## src/rtl/sbh_pkg.sv

```systemverilog
package sbh_pkg;

  // Source of the byte shifted into the block window.
  localparam logic [1:0] SRC_DATA = 2'd0;
  localparam logic [1:0] SRC_PAD  = 2'd1;
  localparam logic [1:0] SRC_ZERO = 2'd2;
  localparam logic [1:0] SRC_LEN  = 2'd3;

  localparam logic [7:0] PAD_BYTE       = 8'h80;
  localparam logic [5:0] LEN_FIELD_START = 6'd56;
  localparam logic [5:0] LAST_SLOT      = 6'd63;
  localparam logic [5:0] LAST_ROUND     = 6'd63;
  localparam logic [2:0] LAST_WORD_IDX  = 3'd7;

  localparam logic [31:0] K_TAB [0:63] = '{
    32'h428a2f98, 32'h71374491, 32'hb5c0fbcf, 32'he9b5dba5,
    32'h3956c25b, 32'h59f111f1, 32'h923f82a4, 32'hab1c5ed5,
    32'hd807aa98, 32'h12835b01, 32'h243185be, 32'h550c7dc3,
    32'h72be5d74, 32'h80deb1fe, 32'h9bdc06a7, 32'hc19bf174,
    32'he49b69c1, 32'hefbe4786, 32'h0fc19dc6, 32'h240ca1cc,
    32'h2de92c6f, 32'h4a7484aa, 32'h5cb0a9dc, 32'h76f988da,
    32'h983e5152, 32'ha831c66d, 32'hb00327c8, 32'hbf597fc7,
    32'hc6e00bf3, 32'hd5a79147, 32'h06ca6351, 32'h14292967,
    32'h27b70a85, 32'h2e1b2138, 32'h4d2c6dfc, 32'h53380d13,
    32'h650a7354, 32'h766a0abb, 32'h81c2c92e, 32'h92722c85,
    32'ha2bfe8a1, 32'ha81a664b, 32'hc24b8b70, 32'hc76c51a3,
    32'hd192e819, 32'hd6990624, 32'hf40e3585, 32'h106aa070,
    32'h19a4c116, 32'h1e376c08, 32'h2748774c, 32'h34b0bcb5,
    32'h391c0cb3, 32'h4ed8aa4a, 32'h5b9cca4f, 32'h682e6ff3,
    32'h748f82ee, 32'h78a5636f, 32'h84c87814, 32'h8cc70208,
    32'h90befffa, 32'ha4506ceb, 32'hbef9a3f7, 32'hc67178f2
  };

  localparam logic [31:0] IV_TAB [0:7] = '{
    32'h6a09e667, 32'hbb67ae85, 32'h3c6ef372, 32'ha54ff53a,
    32'h510e527f, 32'h9b05688c, 32'h1f83d9ab, 32'h5be0cd19
  };

  // Commands from the controller to the datapath.
  typedef struct packed {
    logic       shift_byte;
    logic [1:0] byte_src;
    logic [2:0] len_sel;
    logic       len_inc;
    logic       load_vars;
    logic       round_en;
    logic [5:0] round_idx;
    logic       add_hash;
    logic       init_msg;
    logic       out_load;
    logic [2:0] out_idx;
  } sbh_cmd_t;

  typedef struct packed {
    logic out_free;
  } sbh_status_t;

endpackage

```

## src/rtl/sbh_in_if.sv

```systemverilog
interface sbh_in_if;
  logic       valid;
  logic       ready;
  logic [7:0] data_byte;
  logic       byte_valid;
  logic       end_of_message;

  modport source (output valid, output data_byte, output byte_valid,
                  output end_of_message, input ready);
  modport sink (input valid, input data_byte, input byte_valid,
                input end_of_message, output ready);
endinterface

```

## src/rtl/sbh_out_if.sv

```systemverilog
interface sbh_out_if;
  logic        valid;
  logic        ready;
  logic [31:0] digest_word;
  logic [2:0]  word_index;
  logic        last_word;

  modport source (output valid, output digest_word, output word_index,
                  output last_word, input ready);
  modport sink (input valid, input digest_word, input word_index,
                input last_word, output ready);
endinterface

```

## src/rtl/sha256_byte_stream_hasher.sv

```systemverilog
// SHA-256 hasher for a byte stream (FIPS 180-4).
// in_chan carries one beat per item: data_byte with byte_valid, and
// end_of_message. A beat with byte_valid set appends its byte; a beat with
// end_of_message set finishes the message after its byte, if any.
// out_chan returns the digest as eight 32-bit big-endian beats, word_index 0
// to 7, with last_word set on the eighth; nothing else is ever sent.
// A byte that does not complete a block leaves in_chan ready for the next.
// The 64th byte of a block starts the compression: 64 rounds, then a fold
// of the result into the hash words; in_chan is not ready again until the
// fold is done.
// An end of message shifts the padding in at one byte a cycle, compresses
// one or two blocks and offers the digest beats, one a cycle while out_chan
// is ready. If the block then holds 56 or more bytes, counting the end
// beat's byte, padding costs a second block; an end beat whose byte fills
// a block has that block compressed first.
// The digest sits in an output register; when the receiver stalls the
// current beat holds, and in_chan is taken again once the last word has
// been loaded into that register, even if it has not been collected yet.
// Reset (rst_n low, synchronous) loads the initial hash values and clears
// the byte count, the block fill and the output valid flag.
module sha256_byte_stream_hasher #(
  parameter int LENGTH_COUNT_BITS = 32
) (
  input logic      clk,
  input logic      rst_n,
  sbh_in_if.sink   in_chan,
  sbh_out_if.source out_chan
);
  import sbh_pkg::*;

  sbh_cmd_t    cmd;
  sbh_status_t status;

  // The controller owns the sequencing: block fill, padding phases,
  // the round counter and the digest word counter.
  sbh_ctrl u_ctrl (
    .clk               (clk),
    .rst_n             (rst_n),
    .in_valid          (in_chan.valid),
    .in_byte_valid     (in_chan.byte_valid),
    .in_end_of_message (in_chan.end_of_message),
    .in_ready          (in_chan.ready),
    .status            (status),
    .cmd               (cmd)
  );

  // The datapath holds the 512-bit block and schedule window, the working
  // variables, the hash words, the byte count and the output register.
  sbh_datapath #(
    .LENGTH_COUNT_BITS (LENGTH_COUNT_BITS)
  ) u_datapath (
    .clk             (clk),
    .rst_n           (rst_n),
    .cmd             (cmd),
    .data_byte       (in_chan.data_byte),
    .out_ready       (out_chan.ready),
    .status          (status),
    .out_valid       (out_chan.valid),
    .out_digest_word (out_chan.digest_word),
    .out_word_index  (out_chan.word_index),
    .out_last_word   (out_chan.last_word)
  );

endmodule

```

## src/rtl/sbh_datapath.sv

```systemverilog
module sbh_datapath #(
  parameter int LENGTH_COUNT_BITS = 32
) (
  input  logic                clk,
  input  logic                rst_n,
  input  sbh_pkg::sbh_cmd_t   cmd,
  input  logic [7:0]          data_byte,
  input  logic                out_ready,
  output sbh_pkg::sbh_status_t status,
  output logic                out_valid,
  output logic [31:0]         out_digest_word,
  output logic [2:0]          out_word_index,
  output logic                out_last_word
);
  import sbh_pkg::*;

  function automatic logic [31:0] rotr(input logic [31:0] x, input int unsigned n);
    return (x >> n) | (x << (32 - n));
  endfunction

  // Word 0 of the window sits in the top 32 bits; bytes enter at the bottom.
  logic [511:0]                 win_r;
  logic [31:0]                  v_r [0:7];
  logic [31:0]                  hash_r [0:7];
  logic [LENGTH_COUNT_BITS-1:0] len_r;
  logic                         out_valid_r;
  logic [31:0]                  out_word_r;
  logic [2:0]                   out_idx_r;
  logic                         out_last_r;

  logic [31:0] w0, w1, w9, w14, w_new;
  logic [31:0] t1, t2;
  logic [63:0] bit_len;
  logic [7:0]  byte_in;

  assign w0  = win_r[511:480];
  assign w1  = win_r[479:448];
  assign w9  = win_r[223:192];
  assign w14 = win_r[63:32];

  assign w_new = (rotr(w14, 17) ^ rotr(w14, 19) ^ (w14 >> 10)) + w9 +
                 (rotr(w1, 7) ^ rotr(w1, 18) ^ (w1 >> 3)) + w0;

  assign t1 = v_r[7] + (rotr(v_r[4], 6) ^ rotr(v_r[4], 11) ^ rotr(v_r[4], 25)) +
              ((v_r[4] & v_r[5]) ^ (~v_r[4] & v_r[6])) + K_TAB[cmd.round_idx] + w0;
  assign t2 = (rotr(v_r[0], 2) ^ rotr(v_r[0], 13) ^ rotr(v_r[0], 22)) +
              ((v_r[0] & v_r[1]) ^ (v_r[0] & v_r[2]) ^ (v_r[1] & v_r[2]));

  // The bit length field is the byte count times eight, big-endian over 64 bits.
  assign bit_len = 64'(len_r) << 3;

  always_comb begin
    unique case (cmd.byte_src)
      SRC_DATA: byte_in = data_byte;
      SRC_PAD:  byte_in = PAD_BYTE;
      SRC_ZERO: byte_in = 8'h00;
      SRC_LEN:  byte_in = bit_len[(3'd7 - cmd.len_sel) * 8 +: 8];
      default:  byte_in = 8'h00;
    endcase
  end

  always_ff @(posedge clk) begin
    if (cmd.shift_byte) begin
      win_r <= {win_r[503:0], byte_in};
    end else if (cmd.round_en) begin
      win_r <= {win_r[479:0], w_new};
    end
  end

  always_ff @(posedge clk) begin
    if (cmd.load_vars) begin
      for (int i = 0; i < 8; i++) v_r[i] <= hash_r[i];
    end else if (cmd.round_en) begin
      v_r[0] <= t1 + t2;
      v_r[1] <= v_r[0];
      v_r[2] <= v_r[1];
      v_r[3] <= v_r[2];
      v_r[4] <= v_r[3] + t1;
      v_r[5] <= v_r[4];
      v_r[6] <= v_r[5];
      v_r[7] <= v_r[6];
    end
  end

  always_ff @(posedge clk) begin
    if (!rst_n) begin
      for (int i = 0; i < 8; i++) hash_r[i] <= IV_TAB[i];
      len_r <= '0;
    end else begin
      if (cmd.init_msg) begin
        for (int i = 0; i < 8; i++) hash_r[i] <= IV_TAB[i];
        len_r <= '0;
      end else begin
        if (cmd.add_hash) begin
          for (int i = 0; i < 8; i++) hash_r[i] <= hash_r[i] + v_r[i];
        end
        if (cmd.len_inc) begin
          len_r <= len_r + 1'b1;
        end
      end
    end
  end

  always_ff @(posedge clk) begin
    if (!rst_n) begin
      out_valid_r <= 1'b0;
    end else if (cmd.out_load) begin
      out_valid_r <= 1'b1;
    end else if (out_ready) begin
      out_valid_r <= 1'b0;
    end
  end

  always_ff @(posedge clk) begin
    if (cmd.out_load) begin
      out_word_r <= hash_r[cmd.out_idx];
      out_idx_r  <= cmd.out_idx;
      out_last_r <= (cmd.out_idx == LAST_WORD_IDX);
    end
  end

  assign status.out_free = !out_valid_r || out_ready;
  assign out_valid       = out_valid_r;
  assign out_digest_word = out_word_r;
  assign out_word_index  = out_idx_r;
  assign out_last_word   = out_last_r;

  // A new word is only loaded when the held one is free to go.
  a_no_overwrite: assert property (@(posedge clk) disable iff (!rst_n)
    cmd.out_load |-> (!out_valid_r || out_ready))
    else $error("digest word overwritten before it was taken");

endmodule

```

## src/rtl/sbh_ctrl.sv

```systemverilog
module sbh_ctrl (
  input  logic                 clk,
  input  logic                 rst_n,
  input  logic                 in_valid,
  input  logic                 in_byte_valid,
  input  logic                 in_end_of_message,
  output logic                 in_ready,
  input  sbh_pkg::sbh_status_t status,
  output sbh_pkg::sbh_cmd_t    cmd
);
  import sbh_pkg::*;

  localparam logic [2:0] ST_IDLE  = 3'd0;
  localparam logic [2:0] ST_PAD   = 3'd1;
  localparam logic [2:0] ST_ROUND = 3'd2;
  localparam logic [2:0] ST_FIN   = 3'd3;
  localparam logic [2:0] ST_OUT   = 3'd4;

  logic [2:0] state_r, state_nxt;
  logic [2:0] ret_r, ret_nxt;
  logic [5:0] fill_r, fill_nxt;
  logic [5:0] rnd_r, rnd_nxt;
  logic [2:0] oidx_r, oidx_nxt;
  logic       pad80_done_r, pad80_done_nxt;
  logic       final_ok_r, final_ok_nxt;
  logic       accept;

  assign in_ready = (state_r == ST_IDLE);
  assign accept   = in_valid && in_ready;

  always_comb begin
    state_nxt      = state_r;
    ret_nxt        = ret_r;
    fill_nxt       = fill_r;
    rnd_nxt        = rnd_r;
    oidx_nxt       = oidx_r;
    pad80_done_nxt = pad80_done_r;
    final_ok_nxt   = final_ok_r;
    cmd            = '0;
    cmd.round_idx  = rnd_r;
    cmd.len_sel    = fill_r[2:0];
    cmd.out_idx    = oidx_r;

    unique case (state_r)
      ST_IDLE: begin
        if (accept) begin
          pad80_done_nxt = 1'b0;
          final_ok_nxt   = 1'b0;
          if (in_byte_valid) begin
            cmd.shift_byte = 1'b1;
            cmd.byte_src   = SRC_DATA;
            cmd.len_inc    = 1'b1;
            fill_nxt       = fill_r + 6'd1;
            if (fill_r == LAST_SLOT) begin
              cmd.load_vars = 1'b1;
              rnd_nxt       = '0;
              state_nxt     = ST_ROUND;
              ret_nxt       = in_end_of_message ? ST_PAD : ST_IDLE;
            end else if (in_end_of_message) begin
              state_nxt = ST_PAD;
            end
          end else if (in_end_of_message) begin
            state_nxt = ST_PAD;
          end
        end
      end
      ST_PAD: begin
        cmd.shift_byte = 1'b1;
        fill_nxt       = fill_r + 6'd1;
        if (!pad80_done_r) begin
          cmd.byte_src   = SRC_PAD;
          pad80_done_nxt = 1'b1;
          if (fill_r < LEN_FIELD_START) final_ok_nxt = 1'b1;
        end else if (final_ok_r && fill_r >= LEN_FIELD_START) begin
          cmd.byte_src = SRC_LEN;
        end else begin
          cmd.byte_src = SRC_ZERO;
        end
        if (fill_r == LAST_SLOT) begin
          cmd.load_vars = 1'b1;
          rnd_nxt       = '0;
          state_nxt     = ST_ROUND;
          ret_nxt       = final_ok_r ? ST_OUT : ST_PAD;
          final_ok_nxt  = 1'b1;
        end
      end
      ST_ROUND: begin
        cmd.round_en = 1'b1;
        rnd_nxt      = rnd_r + 6'd1;
        if (rnd_r == LAST_ROUND) state_nxt = ST_FIN;
      end
      ST_FIN: begin
        cmd.add_hash = 1'b1;
        oidx_nxt     = '0;
        state_nxt    = ret_r;
      end
      ST_OUT: begin
        if (status.out_free) begin
          cmd.out_load = 1'b1;
          oidx_nxt     = oidx_r + 3'd1;
          if (oidx_r == LAST_WORD_IDX) begin
            cmd.init_msg = 1'b1;
            state_nxt    = ST_IDLE;
          end
        end
      end
      default: state_nxt = ST_IDLE;
    endcase
  end

  always_ff @(posedge clk) begin
    if (!rst_n) begin
      state_r      <= ST_IDLE;
      ret_r        <= ST_IDLE;
      fill_r       <= '0;
      rnd_r        <= '0;
      oidx_r       <= '0;
      pad80_done_r <= 1'b0;
      final_ok_r   <= 1'b0;
    end else begin
      state_r      <= state_nxt;
      ret_r        <= ret_nxt;
      fill_r       <= fill_nxt;
      rnd_r        <= rnd_nxt;
      oidx_r       <= oidx_nxt;
      pad80_done_r <= pad80_done_nxt;
      final_ok_r   <= final_ok_nxt;
    end
  end

  a_round_end: assert property (@(posedge clk) disable iff (!rst_n)
    (state_r == ST_ROUND && rnd_r == LAST_ROUND) |=> (state_r == ST_FIN))
    else $error("compression did not finish after the last round");

  a_full_block: assert property (@(posedge clk) disable iff (!rst_n)
    (accept && in_byte_valid && fill_r == LAST_SLOT) |=> (state_r == ST_ROUND))
    else $error("full block not compressed");

  a_fin_empty: assert property (@(posedge clk) disable iff (!rst_n)
    (state_r == ST_FIN) |-> (fill_r == '0))
    else $error("block buffer not empty after compression");

  a_digest_done: assert property (@(posedge clk) disable iff (!rst_n)
    (state_r == ST_OUT && cmd.out_load && oidx_r == LAST_WORD_IDX) |=>
    (state_r == ST_IDLE && fill_r == '0))
    else $error("hasher not back to idle after the last digest word");

endmodule
```

## src/flat_wrapper.sv

```systemverilog
// flat-port wrapper written by rule: the top's interface ports become plain ports
module sha256_byte_stream_hasher_flat import sbh_pkg::*;
#(
  parameter int LENGTH_COUNT_BITS = 32
)
  (clk, rst_n, in_chan_valid, in_chan_data_byte, in_chan_byte_valid, in_chan_end_of_message, in_chan_ready, out_chan_valid, out_chan_digest_word, out_chan_word_index, out_chan_last_word, out_chan_ready);
  sbh_in_if in_chan_i ();
  sbh_out_if out_chan_i ();
  input logic clk;
  input logic rst_n;
  input wire logic [$bits(in_chan_i.valid)-1:0] in_chan_valid;
  input wire logic [$bits(in_chan_i.data_byte)-1:0] in_chan_data_byte;
  input wire logic [$bits(in_chan_i.byte_valid)-1:0] in_chan_byte_valid;
  input wire logic [$bits(in_chan_i.end_of_message)-1:0] in_chan_end_of_message;
  output wire logic [$bits(in_chan_i.ready)-1:0] in_chan_ready;
  output wire logic [$bits(out_chan_i.valid)-1:0] out_chan_valid;
  output wire logic [$bits(out_chan_i.digest_word)-1:0] out_chan_digest_word;
  output wire logic [$bits(out_chan_i.word_index)-1:0] out_chan_word_index;
  output wire logic [$bits(out_chan_i.last_word)-1:0] out_chan_last_word;
  input wire logic [$bits(out_chan_i.ready)-1:0] out_chan_ready;
  assign in_chan_i.valid = in_chan_valid;
  assign in_chan_i.data_byte = in_chan_data_byte;
  assign in_chan_i.byte_valid = in_chan_byte_valid;
  assign in_chan_i.end_of_message = in_chan_end_of_message;
  assign in_chan_ready = in_chan_i.ready;
  assign out_chan_valid = out_chan_i.valid;
  assign out_chan_digest_word = out_chan_i.digest_word;
  assign out_chan_word_index = out_chan_i.word_index;
  assign out_chan_last_word = out_chan_i.last_word;
  assign out_chan_i.ready = out_chan_ready;
  sha256_byte_stream_hasher #(.LENGTH_COUNT_BITS(LENGTH_COUNT_BITS)) u_core (.clk(clk), .rst_n(rst_n), .in_chan(in_chan_i), .out_chan(out_chan_i));
endmodule
```

## config.mk

```make
export PLATFORM = sky130hd
export DESIGN_NAME = sha256_byte_stream_hasher_flat
export DESIGN_NICKNAME = d
export VERILOG_FILES = /design/src/rtl/sbh_pkg.sv /design/src/rtl/sbh_in_if.sv /design/src/rtl/sbh_out_if.sv /design/src/rtl/sha256_byte_stream_hasher.sv /design/src/rtl/sbh_datapath.sv /design/src/rtl/sbh_ctrl.sv /design/src/flat_wrapper.sv
export SDC_FILE = /design/constraint.sdc
export NUM_CORES = 2
export LEC_CHECK = 0
export BUFFER_PORTS_ARGS = -buffer_cell sky130_fd_sc_hd__clkbuf_2
export CORE_ASPECT_RATIO = 0.75
export CORE_UTILIZATION = 25
export CTS_BUF_LIST = sky130_fd_sc_hd__clkbuf_16
export DETAILED_ROUTE_END_ITERATION = 16
export HOLD_SLACK_MARGIN = 0.02
export PLACE_DENSITY = 0.48
export RECOVER_POWER = 25
export SLEW_MARGIN = 20
export SYNTH_ARGS = -nofsm -noshare
export SYNTH_HDL_FRONTEND = slang
export SYNTH_SLANG_ARGS = --single-unit
```

## constraint.sdc

```tcl
create_clock -name clk -period 23.6 [get_ports clk]
set_input_delay 5.9 -clock clk [delete_from_list [all_inputs] [get_ports clk]]
set_output_delay 5.9 -clock clk [all_outputs]
set_load 0.005 [all_outputs]
```

After elaboration in Yosys (flattened, before gate mapping)
Memories as Yosys holds them, arrays and structs flattened. A register that Yosys moved wholly into a read port is not among the register bits.
Index checks and enable logic that the tools add are counted.
{"block": "totals", "ff_bits": 572, "latch_bits": 0, "mem_bits_rw": 512, "mem_bits_ro": 2048, "in_bits": 14, "out_inout_bits": 38, "wordCells": 223, "memories": 3}
{"block": "op_classes", "n_addsub": 23, "mul": 0, "n_div": 0, "order_cmp": 3, "eq_ne": 19, "shifts": 1, "mux": 90, "bitwise_logic": 53, "reduce_logical": 19}
{"memory": "(no name shown)", "words": 64, "width": 32, "rd": 1, "rd_clocked_by_memory_dff": 0, "write_ports": 0, "line": "sbh_datapath.sv:45", "rtl": "((v_r[4] & v_r[5]) ^ (~v_r[4] & v_r[6])) + K_TAB[cmd.round_idx] + w0;"}
{"memory": "u_core.u_datapath.hash_r", "words": 8, "width": 32, "rd": 9, "rd_clocked_by_memory_dff": 1, "write_ports": 8, "line": "sbh_datapath.sv:24", "rtl": "logic [31:0] hash_r [0:7];"}
{"memory": "u_core.u_datapath.v_r", "words": 8, "width": 32, "rd": 8, "rd_clocked_by_memory_dff": 0, "write_ports": 8, "line": "sbh_datapath.sv:23", "rtl": "logic [31:0] v_r [0:7];"}
{"operator": "$mux W512", "count": 2}
{"operator": "$mux W32", "count": 26}
{"operator": "$add A32 B32 Y32", "count": 18}
{"operator": "$xor A32 B32 Y32", "count": 9}
{"operator": "$and A32 B32 Y32", "count": 5}
{"operator": "$shiftx A64 B33 Y8", "count": 1}
{"operator": "$mux W3", "count": 16}
{"operator": "$add A32 B1 Y32 const B", "count": 1}
{"operator": "$not A32 Y32", "count": 1}
{"operator": "$or A10 B32 Y32", "count": 1}
{"operator": "$or A13 B32 Y32", "count": 1}
{"operator": "$or A14 B32 Y32", "count": 1}
{"operator": "$or A15 B32 Y32", "count": 1}
{"operator": "$or A19 B32 Y32", "count": 1}
{"operator": "$or A21 B32 Y32", "count": 1}
{"operator": "$or A25 B32 Y32", "count": 1}
{"operator": "$or A26 B32 Y32", "count": 1}
{"operator": "$or A30 B32 Y32", "count": 1}
{"operator": "$or A7 B32 Y32", "count": 1}
{"operator": "$pmux W8 S4", "count": 1}
{"operator": "$xor A32 B22 Y32", "count": 1}
{"operator": "$xor A32 B29 Y32", "count": 1}
{"operator": "$mux W6", "count": 5}
{"operator": "$mux W1", "count": 26}
{"operator": "36 further kinds", "count": 85}

Depth between registers and ports, before layout
An unclocked memory read counts as a cell.
{"block": "depth", "ltp_word": 10, "mapped_depth": 38, "depth_no_buf": 37}

Hierarchy
Synthesis repeated with hierarchy kept, for this count alone.
{"block": "hier_totals", "cells_unflattened": 6784, "hier_area_um2": 74174.9}
{"mod": "sbh_datapath", "n_inst": 1, "cells_each": 6651, "area_each_um2": 72981.2, "seq_area_each_um2": 32170.9}
{"mod": "sbh_ctrl", "n_inst": 1, "cells_each": 133, "area_each_um2": 1193.6, "seq_area_each_um2": 440.4}

Worst setup path before layout
No wires, ideal clock.
{"block": "synth_path", "path_type": "input to register", "startpoint": "in in_chan_valid", "endpoint": "reg u_core.u_datapath.win_r[0], enable pin", "setup_ns": 3.632, "t_arrival_ns": 15.061, "required_time_ns": 19.968, "slack_ns": 4.907, "path_stages": 5, "n_path_buf": 2, "cell_sequence": "a21oi_1 > nand2b_1 > clkbuf_1 > clkbuf_1 > nand2_1"}
{"block": "synth_via", "elab_chain_len": 4}
{"item": "from (decl)", "line": "flat_wrapper.sv:11", "rtl": "input wire logic [$bits(in_chan_i.valid)-1:0] in_chan_valid;"}
{"item": "$logic_and A1 B1 Y1", "line": "sbh_ctrl.sv:29", "rtl": "assign accept = in_valid && in_ready;"}
{"item": "$mux W3", "line": "sbh_ctrl.sv:46", "rtl": "if (accept) begin"}
{"item": "$pmux W3 S2", "line": "sbh_ctrl.sv:44", "rtl": "unique case (state_r)"}
{"item": "$reduce_bool A2 Y1 (no line)"}
{"item": "to (signal assigned)", "line": "sbh_datapath.sv:64", "rtl": "win_r <= {win_r[503:0], byte_in};"}
{"item": "to (signal assigned)", "line": "sbh_datapath.sv:66", "rtl": "win_r <= {win_r[479:0], w_new};"}
{"item": "to (decl)", "line": "sbh_datapath.sv:22", "rtl": "logic [511:0] win_r;"}
No other way between the ends.
A chain may end at the register's enable or synchronous reset.

==> impl_metrics.ini <==
[job]
drv_cap = 23

[cells_and_area]
area_growth_syn_to_layout_pct = 12.0
finalNetCount = 8241
final-instance-count-excl-fill = 11700
multiInputGateArea_sq_um = 38900
ff_latch_area_sq_um = 32600
drive_above_1_share_pct = 6.70
fin_area_sq_um = 83300
nFillCells = 31100

[clocking]
post_cts.resized_instances = 0
tritoncts_num_sinks = 1115
cts_setup_buffers = 0
number_of_levels_in_the_clock_h_tree = 4
tritoncts = done
hold_buffers = 0
cts_root_buffer = clkbuf_16
cts_made_buffers = 143
path_clk_slew_ns = 0.06
cts_max_path_buffers = 3
insertion_delay_ns = 0.82

[floorplanning]
starting_density_pct = 25.1
floorplan.rows = 173
die_h_um = 474
num_io_pins = 52
core_sq_um = 296000
die_area_sq_um = 300000
die_width_um = 632

[placement]
numPortBuffers = 51
placed_cells_incl_taps = 11400
placement_cell_area_sq_um = 78800
gp_congestion = 0.911
detailedPlacementHpwl_mm = 186

[power]
vdd_ir_drop_max_mv = 0.188
power.static_leakage_nw = 32.8
p_total_w = 0.0133
p_per_area_nw_per_um2 = 160

[critical_path]
critical_path.startpoint_type = primary input
critical_path_cell_list = clkbuf_1 -> clkbuf_1 -> o21a_1 -> clkbuf_1 -> nand2_1 -> buf_12 -> or4_1 -> a21oi_1 -> nor3_1
criticalPathCategory = in -> reg
crit_path_end_kind = register
cp_data_arrival_time_ns = 12.26
worst-path-max-fanout = 75
critPathMostFrequentCell = clkbuf_1
max_stage_delay_cell_worst_path = nand2_1
ff2ff_setup_slack_ns = 12.09
critical-path-max-stage-delay_ns = 1.67
timing.critical_path.required_ns = 24.13
r2r.worst_path.cells = 35

[timing]
fin_setup_tns_ns = 0
finalSetupViolCount = 0
timing.final.crit_period_ns = 11.73
maxSlewHeadroom_pct = -523
timing_max_transition_violations_final = 1074
holdWs_ns = 0.501
skew_ns = 0.0693
timing.final.hold_violations = 0
fmax_mhz = 85.2
timing_worst_slew_pin_value_ns = 9.34
min_period_over_period_pct = 49.7
rsz0062_at_grt = no

[logic_synthesis]
netlist_instances = 7777
synth_enable_flop_cells = 1028
async_reset_ff_share_pct = 0
syn_nets = 8384
synth.distinct_cells = 90
synth.avg_cell_area_sq_um = 9.57
synthesis.yosys.warnings = 0
synthesis.area_sq_um = 74400
yosys_most_used_dff = edfxtp_1
number_of_synthesized_register_bits = 1115
synthDominantAreaCellType = edfxtp_1
synth_top_cell_area_share_pct = 41.5
synthTopCellsByArea = edfxtp_1 (41%), nand2_1 (12%), ha_1 (6.7%)
synth.yosys.seq_area_share_pct = 43.8

[route]
finalWirelength_mm = 252
wl_per_cell_um = 21.6
drt_pass1_iterations = 7
route.vias.total = 56900
post_drt_via_cell_ratio = 4.87
drt_iter0_markers = 6018
route.antenna.remaining_nets = 0
drc = 0

[global_route]
grt_antenna_before_repair = 6
grt_max_degree = 235
grt_util_all_layers_pct = 16.4
grt_pass1_wl_mm = 371
grt_pass1_vias = 53800
grt_overflow_total = 0

[status]
violations = max-capacitance violations, max-slew violations
run_status = finished, violations left

[hold_path]
worstHoldPathType = reg -> reg
hold_critical_path_depth = 2
[per-layer routing]
metal / vias to the layer above / routed length (um) / global-route usage, %
met5: - / 0 / 0
met4: 0 / 4920 / 3.31
met3: 259 / 17200 / 2.70
met2: 1843 / 100000 / 22.6
met1: 28200 / 130000 / 26.3
li1: 26600 / - / -
[registers in the layout, summed over array words and instances (netlist names), 6 cells and up]
name / cells
u_core.u_datapath.v_r: 256
u_core.u_datapath.hash_r: 256
u_core.u_ctrl.rnd_r: 6
u_core.u_datapath.win_r: 512
u_core.u_ctrl.fill_r: 6
u_core.u_datapath.len_r: 32
u_core.u_datapath.out_digest_word: 32
[final timing paths]
kind	start	to
min	u_core.u_datapath.hash_r[0][7]	u_core.u_datapath.hash_r[0][7]
min reg2reg	u_core.u_datapath.hash_r[0][7]	u_core.u_datapath.hash_r[0][7]
max reg2reg	u_core.u_ctrl.rnd_r[1]	u_core.u_datapath.v_r[0][31]
max	rst_n	u_core.u_datapath.hash_r[5][31]
[synth_stat cells (79+ instances only)]
master,count
ha_1,398
nor2_1,350
clkbuf_1,380
mux2_2,116
xnor2_1,380
o21ai_0,375
xor2_1,213
edfxtp_1,1028
nand2_1,2280
mux4_2,79
a21oi_1,369
fa_1,195
dfxtp_1,87
inv_1,338
nand3_1,108
a21o_1,179
[power by group]
part | switching [W] | internal, W | total (W)
Sequential | 0.000315 | 0.00264 | 0.00295
Combinational | 0.00492 | 0.00323 | 0.00815
Clock | 0.000947 | 0.00128 | 0.00223
Total | 0.00618 | 0.00715 | 0.0133
[cell families after synthesis]
group	share of synthesized area [%]
flip-flops	43.8
buffers and inverters	3.81
AO/OA/AOI/OAI	11.7
adder cells (fa/ha/maj)	12.0
XOR/XNOR	6.98
AND/OR/NAND/NOR	17.2
multiplexers	4.44
[worst max-delay path, delay by kind of cell]
kind                   cells  cell delay, ns
AND/OR/NAND/NOR            3            2.36
AO/OA/AOI/OAI              2            0.43
buffers and inverters      4            3.31
[cell usage in the layout, fill, tap and decap left out, types with 40 or more instances in the layout]
cell,instances
mux2_2,94
fa_1,195
xor2_1,213
and3_1,48
edfxtp_1,1028
o21ai_0,376
a21o_1,179
nor2b_1,51
ha_1,398
a31oi_1,40
o21bai_1,53
nor3_1,77
clkbuf_16,144
dfxtp_1,81
mux4_2,79
nand2_1,2279
nand2b_1,66
a21oi_1,369
nand3_1,108
buf_4,55
xnor2_1,380
o21a_1,68
nor2_1,349
inv_1,370
[area by class of cell]
| class | count | share of cell area, % |
|---|---|---|
| Multi-Input combinational cell | 5907 | 46.7 |
| Sequential cell | 1115 | 39.2 |
| Tap cell | 3937 | 5.91 |
| Clock buffer | 144 | 4.33 |
| Inverter | 340 | 1.53 |
| Clock inverter | 119 | 1.32 |
| Timing Repair Buffer | 127 | 1.00 |
| Antenna cell | 1 | 0.00300 |
[per-stage QoR]
stage	setup slack (ns)	utilization (%)
4_1_cts	13.92	28.2
2_1_floorplan	4.91	-
6_report	11.87	28.1
3_3_place_gp	13.77	26.6
3_5_place_dp	13.80	26.6
5_1_grt	11.38	28.1
Note: power is estimated with default switching activity, not from simulation.
